`config.mk`:
```
export PLATFORM = sky130hd
export DESIGN_NAME = short_backreference_decoder
export DESIGN_NICKNAME = d
export VERILOG_FILES = /design/src/hdl/sbd_pkg.sv /design/src/hdl/short_backreference_decoder.sv /design/src/hdl/sbd_ctrl.sv /design/src/hdl/sbd_datapath.sv
export SDC_FILE = /design/constraint.sdc
export NUM_CORES = 1
export LEC_CHECK = 0
export BUFFER_PORTS_ARGS = -buffer_cell sky130_fd_sc_hd__buf_2
export CORE_UTILIZATION = 56
export DETAILED_ROUTE_END_ITERATION = 12
export PLACE_DENSITY_LB_ADDON = 0.25
export SLEW_MARGIN = 20
export SYNTH_ARGS = -nofsm -noshare
export SYNTH_HDL_FRONTEND = slang
export SYNTH_SLANG_ARGS = --single-unit
```
`constraint.sdc`:
```
create_clock -name clk_i -period 7.9 [get_ports clk_i]
set_clock_uncertainty 0.2 [all_clocks]
set_input_delay 1.58 -clock clk_i [delete_from_list [all_inputs] [get_ports clk_i]]
set_output_delay 1.58 -clock clk_i [all_outputs]
set_load 0.005 [all_outputs]
```
`src/hdl/sbd_pkg.sv`:
```
// sbd_pkg: types and constants shared by the short back-reference decoder
// no dependencies
`timescale 1ns / 1ps
`default_nettype none

package sbd_pkg;

  localparam int unsigned WIN_SIZE  = 32;
  localparam int unsigned WIN_IDX_W = $clog2(WIN_SIZE);
  localparam int unsigned FILL_W    = WIN_IDX_W + 1;
  localparam int unsigned CNT_W     = 3;
  localparam logic [7:0]  ESC_CODE  = 8'hFF;

  typedef struct packed {
    logic [7:0] code_byte;
    logic       chunk_last;
  } in_word_t;

  typedef struct packed {
    logic [7:0] out_byte;
    logic       run_last;
    logic       chunk_end;
    logic       error_flag;
  } out_word_t;

  typedef enum logic {
    ST_IDLE,
    ST_COPY
  } state_e;

  typedef struct packed {
    logic load;
    logic step;
  } ctrl_cmd_t;

  typedef struct packed {
    logic out_free;
    logic multi;
    logic last_step;
  } ctrl_sts_t;

endpackage

`default_nettype wire

```
`src/hdl/short_backreference_decoder.sv`:
```
// short_backreference_decoder: top level, controller plus datapath
// depends on sbd_pkg, sbd_ctrl, sbd_datapath
`timescale 1ns / 1ps
`default_nettype none

// Decodes one code byte per input word of a 32-byte-window back-reference code.
// An escape byte, a dropped byte after an error, a literal and an error word
// are each handled as their word is taken; a copy of n bytes (1 to 8) gives
// one decoded byte per cycle while the output is free, since each byte is read
// from the history shift register at the copy distance and pushed back before
// the next one is read. The output word sits in a register, so outside a copy a
// new input word is taken while the last result waits, if that result is taken
// in the same cycle or was taken before. No clearing pass is needed after reset.
module short_backreference_decoder (
  input  logic               clk_i,
  input  logic               rst_ni,
  input  logic               in_valid_i,
  output logic               in_stall_o,
  input  sbd_pkg::in_word_t  in_word_i,
  output logic               out_valid_o,
  input  logic               out_stall_i,
  output sbd_pkg::out_word_t out_word_o
);

  sbd_pkg::ctrl_cmd_t cmd;
  sbd_pkg::ctrl_sts_t sts;

  sbd_ctrl u_ctrl (
    .clk_i      (clk_i),
    .rst_ni     (rst_ni),
    .in_valid_i (in_valid_i),
    .in_stall_o (in_stall_o),
    .sts_i      (sts),
    .cmd_o      (cmd)
  );

  sbd_datapath u_dp (
    .clk_i       (clk_i),
    .rst_ni      (rst_ni),
    .in_word_i   (in_word_i),
    .out_valid_o (out_valid_o),
    .out_stall_i (out_stall_i),
    .out_word_o  (out_word_o),
    .cmd_i       (cmd),
    .sts_o       (sts)
  );

endmodule

`default_nettype wire

```
`src/hdl/sbd_ctrl.sv`:
```
// sbd_ctrl: controller for the short back-reference decoder
// depends on sbd_pkg
`timescale 1ns / 1ps
`default_nettype none

module sbd_ctrl (
  input  logic              clk_i,
  input  logic              rst_ni,
  input  logic              in_valid_i,
  output logic              in_stall_o,
  input  sbd_pkg::ctrl_sts_t sts_i,
  output sbd_pkg::ctrl_cmd_t cmd_o
);

  sbd_pkg::state_e state_q, state_d;

  always_ff @(posedge clk_i or negedge rst_ni) begin
    if (!rst_ni) begin
      state_q <= sbd_pkg::ST_IDLE;
    end else begin
      state_q <= state_d;
    end
  end

  always_comb begin
    state_d = state_q;
    case (state_q)
      sbd_pkg::ST_IDLE: begin
        if (in_valid_i && sts_i.out_free && sts_i.multi) begin
          state_d = sbd_pkg::ST_COPY;
        end
      end
      sbd_pkg::ST_COPY: begin
        if (sts_i.out_free && sts_i.last_step) begin
          state_d = sbd_pkg::ST_IDLE;
        end
      end
      default: state_d = sbd_pkg::ST_IDLE;
    endcase
  end

  always_comb begin
    cmd_o      = '0;
    in_stall_o = 1'b1;
    case (state_q)
      sbd_pkg::ST_IDLE: begin
        in_stall_o = !sts_i.out_free;
        cmd_o.load = in_valid_i && sts_i.out_free;
      end
      sbd_pkg::ST_COPY: begin
        cmd_o.step = sts_i.out_free;
      end
      default: begin
        in_stall_o = 1'b1;
      end
    endcase
  end

endmodule

`default_nettype wire

```
`src/hdl/sbd_datapath.sv`:
```
// sbd_datapath: history shift register, chunk flags, copy counter and output word
// depends on sbd_pkg
`timescale 1ns / 1ps
`default_nettype none

module sbd_datapath (
  input  logic               clk_i,
  input  logic               rst_ni,
  input  sbd_pkg::in_word_t  in_word_i,
  output logic               out_valid_o,
  input  logic               out_stall_i,
  output sbd_pkg::out_word_t out_word_o,
  input  sbd_pkg::ctrl_cmd_t cmd_i,
  output sbd_pkg::ctrl_sts_t sts_o
);

  logic [7:0] hist_q [sbd_pkg::WIN_SIZE];
  logic [sbd_pkg::FILL_W-1:0]    fill_q, fill_d;
  logic                          esc_pend_q, esc_pend_d;
  logic                          err_q, err_d;
  logic [sbd_pkg::WIN_IDX_W-1:0] idx_q, idx_d;
  logic [sbd_pkg::CNT_W-1:0]     rem_q, rem_d;
  logic                          last_q, last_d;
  logic                          out_valid_q, out_valid_d;
  sbd_pkg::out_word_t            out_q, out_d;

  logic                          out_free;
  logic                          is_esc;
  logic                          bad_ref;
  logic [sbd_pkg::WIN_IDX_W-1:0] dist_idx;
  logic [sbd_pkg::CNT_W-1:0]     cnt_m1;
  logic                          push;
  logic [7:0]                    push_byte;
  logic                          end_chunk;
  logic [7:0]                    rd_byte;
  logic [sbd_pkg::WIN_IDX_W-1:0] rd_idx;

  assign out_free = !out_valid_q || !out_stall_i;
  assign is_esc   = (in_word_i.code_byte == sbd_pkg::ESC_CODE);
  assign dist_idx = ~in_word_i.code_byte[7:3];
  assign cnt_m1   = in_word_i.code_byte[2:0];
  assign bad_ref  = ({1'b0, dist_idx} >= fill_q) || ({2'b00, cnt_m1} > dist_idx);
  assign rd_idx   = cmd_i.step ? idx_q : dist_idx;
  assign rd_byte  = hist_q[rd_idx];

  assign sts_o.out_free  = out_free;
  assign sts_o.multi     = !err_q && !esc_pend_q && !is_esc && !bad_ref && (cnt_m1 != '0);
  assign sts_o.last_step = (rem_q == sbd_pkg::CNT_W'(1));

  always_comb begin
    fill_d      = fill_q;
    esc_pend_d  = esc_pend_q;
    err_d       = err_q;
    idx_d       = idx_q;
    rem_d       = rem_q;
    last_d      = last_q;
    out_valid_d = out_valid_q && out_stall_i;
    out_d       = out_q;
    push        = 1'b0;
    push_byte   = rd_byte;
    end_chunk   = 1'b0;

    if (cmd_i.load) begin
      if (err_q) begin
        end_chunk = in_word_i.chunk_last;
      end else if (esc_pend_q) begin
        esc_pend_d  = 1'b0;
        push        = 1'b1;
        push_byte   = in_word_i.code_byte;
        out_valid_d = 1'b1;
        out_d       = '{in_word_i.code_byte, 1'b1, in_word_i.chunk_last, 1'b0};
        end_chunk   = in_word_i.chunk_last;
      end else if (is_esc) begin
        if (in_word_i.chunk_last) begin
          out_valid_d = 1'b1;
          out_d       = '{8'h00, 1'b1, 1'b1, 1'b1};
          end_chunk   = 1'b1;
        end else begin
          esc_pend_d = 1'b1;
        end
      end else if (bad_ref) begin
        out_valid_d = 1'b1;
        out_d       = '{8'h00, 1'b1, 1'b1, 1'b1};
        if (in_word_i.chunk_last) begin
          end_chunk = 1'b1;
        end else begin
          err_d = 1'b1;
        end
      end else begin
        push        = 1'b1;
        out_valid_d = 1'b1;
        out_d       = '{rd_byte, cnt_m1 == '0, (cnt_m1 == '0) && in_word_i.chunk_last, 1'b0};
        end_chunk   = (cnt_m1 == '0) && in_word_i.chunk_last;
        idx_d       = dist_idx;
        rem_d       = cnt_m1;
        last_d      = in_word_i.chunk_last;
      end
    end else if (cmd_i.step) begin
      push        = 1'b1;
      out_valid_d = 1'b1;
      out_d       = '{rd_byte, sts_o.last_step, sts_o.last_step && last_q, 1'b0};
      end_chunk   = sts_o.last_step && last_q;
      rem_d       = rem_q - sbd_pkg::CNT_W'(1);
    end

    if (push && (fill_q < sbd_pkg::FILL_W'(sbd_pkg::WIN_SIZE))) begin
      fill_d = fill_q + sbd_pkg::FILL_W'(1);
    end
    if (end_chunk) begin
      fill_d     = '0;
      esc_pend_d = 1'b0;
      err_d      = 1'b0;
    end
  end

  always_ff @(posedge clk_i or negedge rst_ni) begin
    if (!rst_ni) begin
      fill_q      <= '0;
      esc_pend_q  <= 1'b0;
      err_q       <= 1'b0;
      rem_q       <= '0;
      out_valid_q <= 1'b0;
    end else begin
      fill_q      <= fill_d;
      esc_pend_q  <= esc_pend_d;
      err_q       <= err_d;
      rem_q       <= rem_d;
      out_valid_q <= out_valid_d;
    end
  end

  always_ff @(posedge clk_i) begin
    idx_q  <= idx_d;
    last_q <= last_d;
    out_q  <= out_d;
    if (push) begin
      hist_q[0] <= push_byte;
      for (int i = 1; i < sbd_pkg::WIN_SIZE; i++) begin
        hist_q[i] <= hist_q[i-1];
      end
    end
  end

  assign out_valid_o = out_valid_q;
  assign out_word_o  = out_q;

endmodule

`default_nettype wire

```
==> results.yml <==
worst_setup_path:
  path_class: "primary input to register"
  worstPathMaxFanout: 69
  arrival_ps: 4470
  start_kind: "primary input"
  required_ps: 7870
  max_stage_delay_ps: 760
  endpoint_kind: "register"
  path_cells: "buf_2 > ha_1 > nand2b_1 > a211o_1 > a31oi_1 > a21o_1 > a21o_4 > buf_4"
  cp_slowest_cell: "buf_4"
synthesis:
  yosysMostFrequentCell: "edfxtp_1"
  synth_common_cells: "edfxtp_1 (273), nand2_1 (171), nand3_1 (60)"
  synth_top_cell_area_share_pct: 68.8
  ys_types: 62
  ys_top_cells_by_area: "edfxtp_1 (69%), nand2_1 (5.4%), mux2i_1 (4.0%)"
  ys_seq_elements: 286
  synth-seq-area-share_pct: 71.5
  async_flop_share_pct: 4.55
  synthCells: 872
  syn-num-nets: 896
  ys.flop_type: "edfxtp_1"
  yosys_warnings: 0
  synth_area_per_cell_um2: 13.7
  synth_edf_count: 273
  netlist_area_um2: 11900
  synth.largest_area_cell: "edfxtp_1"
cts:
  clkTransAtPathRegs_ps: 70
  cts_setup_buffers: 0
  insertion_delay_ps: 550
  cts_tree: "built"
  cts_hold_buf: 0
  post_cts_resized: 0
  clockBufferDepth: 3
  htreeDepth: 1
  cts_buffers: 29
  cts_sinks: 286
  cts.root.buffer_cell: "clkbuf_16"
grt:
  grt_max_degree: 126
  grt_overflow_total: 0
  globalRoute.busiestLayer: "met1"
  gr-usage-met2_pct: 36.8
  antenna_found_initial: 0
  grt_pass1_wl_um: 41200
  gr-usage-met3_pct: 4.60
  grt_util_all_layers_pct: 24.9
  grt_pass1_vias: 7051
  grtUsageMet1_pct: 38.1
final_layout:
  syn_to_final_growth_pct: 11.7
  utilization_pct: 63.6
  drive_gt1_share_pct: 10.2
  num_antenna_cells: 0
  final_nets: 925
die:
  start_util_pct: 56.9
  die_w_um: 148
  die_area_um2: 21900
  fp-row-count: 53
  core-area_um2: 21000
  io_pins: 26
  dieHeight_um: 148
timing:
  hold_viol: 0
  worstMarginPinSlew_ps: 1030
  setup_violations: 0
  timing.setup.tns_ps: 0
  max-slew-margin-rel_pct: 30.9
  maxSlewViolCount: 0
  fin_crit_ps: 4500
  fmax_mhz: 222
  finalCritPeriodShare_pct: 56.9
  rsz0062_at_grt: "no"
detailed_routing:
  first_pass_iters: 5
  wl_per_cell_um: 22.0
  drtAntennaViolNets: 0
  drc: 0
  wl_um: 26300
  via_count: 7521
  drt_iter0_markers: 830
  via_per_inst: 6.28
placed_design:
  routabilityCongestion: 0.832
  place_hpwl_um: 16100
  port_buffers: 25
power_and_ir_drop:
  cellLeakagePower_nw: 4.79
  ir_worst_vdd_mv: 0.274
  power.density_nw_per_um2: 409
status:
  status: "complete, no violations"
job:
  maxCapViolations: 0
min_path:
  hold_path.class: "register to register"
-- flip-flops by register name, indices dropped and copies added, names as in the netlist --
register          cells
u_dp.hist_q         256
u_dp.err_q            1
u_dp.last_q           1
u_dp.fill_q           6
u_dp.out_word_o      11
u_ctrl.state_q        1
u_dp.out_valid_o      1
u_dp.esc_pend_q       1
u_dp.rem_q            3
u_dp.idx_q            5
-- cells by family (layout without fill, tap and decap cells) --
logic type	count (synthesis)	after routing	share of synthesized area [%]
adder cells (fa/ha/maj)	11	11	1.15
flip-flops	286	286	71.5
buffers and inverters	55	106	2.12
AO/OA/AOI/OAI	134	134	7.68
XOR/XNOR	4	4	0.294
multiplexers	53	53	4.63
AND/OR/NAND/NOR	329	329	12.6
-- final timing paths --
kind,start,endpoint,slack (ps),depth (start not counted)
max reg2reg,u_ctrl.state_q,u_dp.out_word_o[9],4120,7
max,in_word_i[4],u_dp.hist_q[11][0],3400,8
min,u_dp.hist_q[14][0],u_dp.hist_q[15][0],240,0
min in group asynchronous,rst_ni,u_dp.err_q,700,1
max in group asynchronous,rst_ni,u_dp.fill_q[3],6560,1
min reg2reg,u_dp.hist_q[14][0],u_dp.hist_q[15][0],240,0
-- cells in the final DEF, fill, tap and decap left out, types with 4 or more instances in the layout --
master,instances
a21oi_1,39
a22oi_1,15
a31oi_1,4
a32oi_1,18
buf_2,25
buf_4,8
bufinv_16,5
clkbuf_1,4
clkbuf_16,29
clkinv_1,8
clkinv_2,5
dfrtp_1,13
edfxtp_1,273
ha_1,11
inv_1,18
mux2i_1,47
nand2_1,171
nand2b_1,7
nand3_1,60
nand4_1,11
nor2_1,35
nor2b_1,4
nor3_1,7
nor3b_1,5
o21ai_0,10
o21ai_1,12
o22ai_1,8
or4_1,7
xnor2_1,4
-- critical path: cells and delay by family --
family | cells | cell delay, ps
AOI/OAI and AO/OA | 4 | 1400
buffers and inverters | 2 | 980
adders and majority gates | 1 | 260
and+or+nand+nor | 1 | 140
-- power by group --
| part | total, W | switching, W | internal (W) |
|---|---|---|---|
| registers | 0.00287 | 0.000322 | 0.00254 |
| clock network | 0.00140 | 0.000567 | 0.000831 |
| logic | 0.00118 | 0.000800 | 0.000385 |
-- cell type report --
| type | instances | area [µm²] |
|---|---|---|
| Clock buffer | 33 | 741 |
| Clock inverter | 20 | 220 |
| Fill cell | 1605 | 7630 |
| Inverter | 18 | 67.6 |
| Multi-Input combinational cell | 531 | 3200 |
| Sequential cell | 286 | 8520 |
| Tap cell | 275 | 344 |
| Timing Repair Buffer | 35 | 225 |
-- stage by stage --
step	hold slack (ps)	total power [W]	std cells	area, µm²	setup WS [ps]
floorplan	226	0.00365	872	11900	1010
global placement	228	0.00402	1145	12400	2850
detailed placement	233	0.00405	1145	12400	2810
CTS	245	0.00546	1198	13300	3400
global route	251	0.00570	1198	13300	3180
finish	243	0.00545	1198	13300	3400
-- layer usage --
metal | wire (µm) | up-vias
li1 | - | 3370
met1 | 11500 | 3730
met2 | 11900 | 378
met3 | 2360 | 43
met4 | 574 | 0
met5 | 0 | -
(Power assumes the default switching activity.)
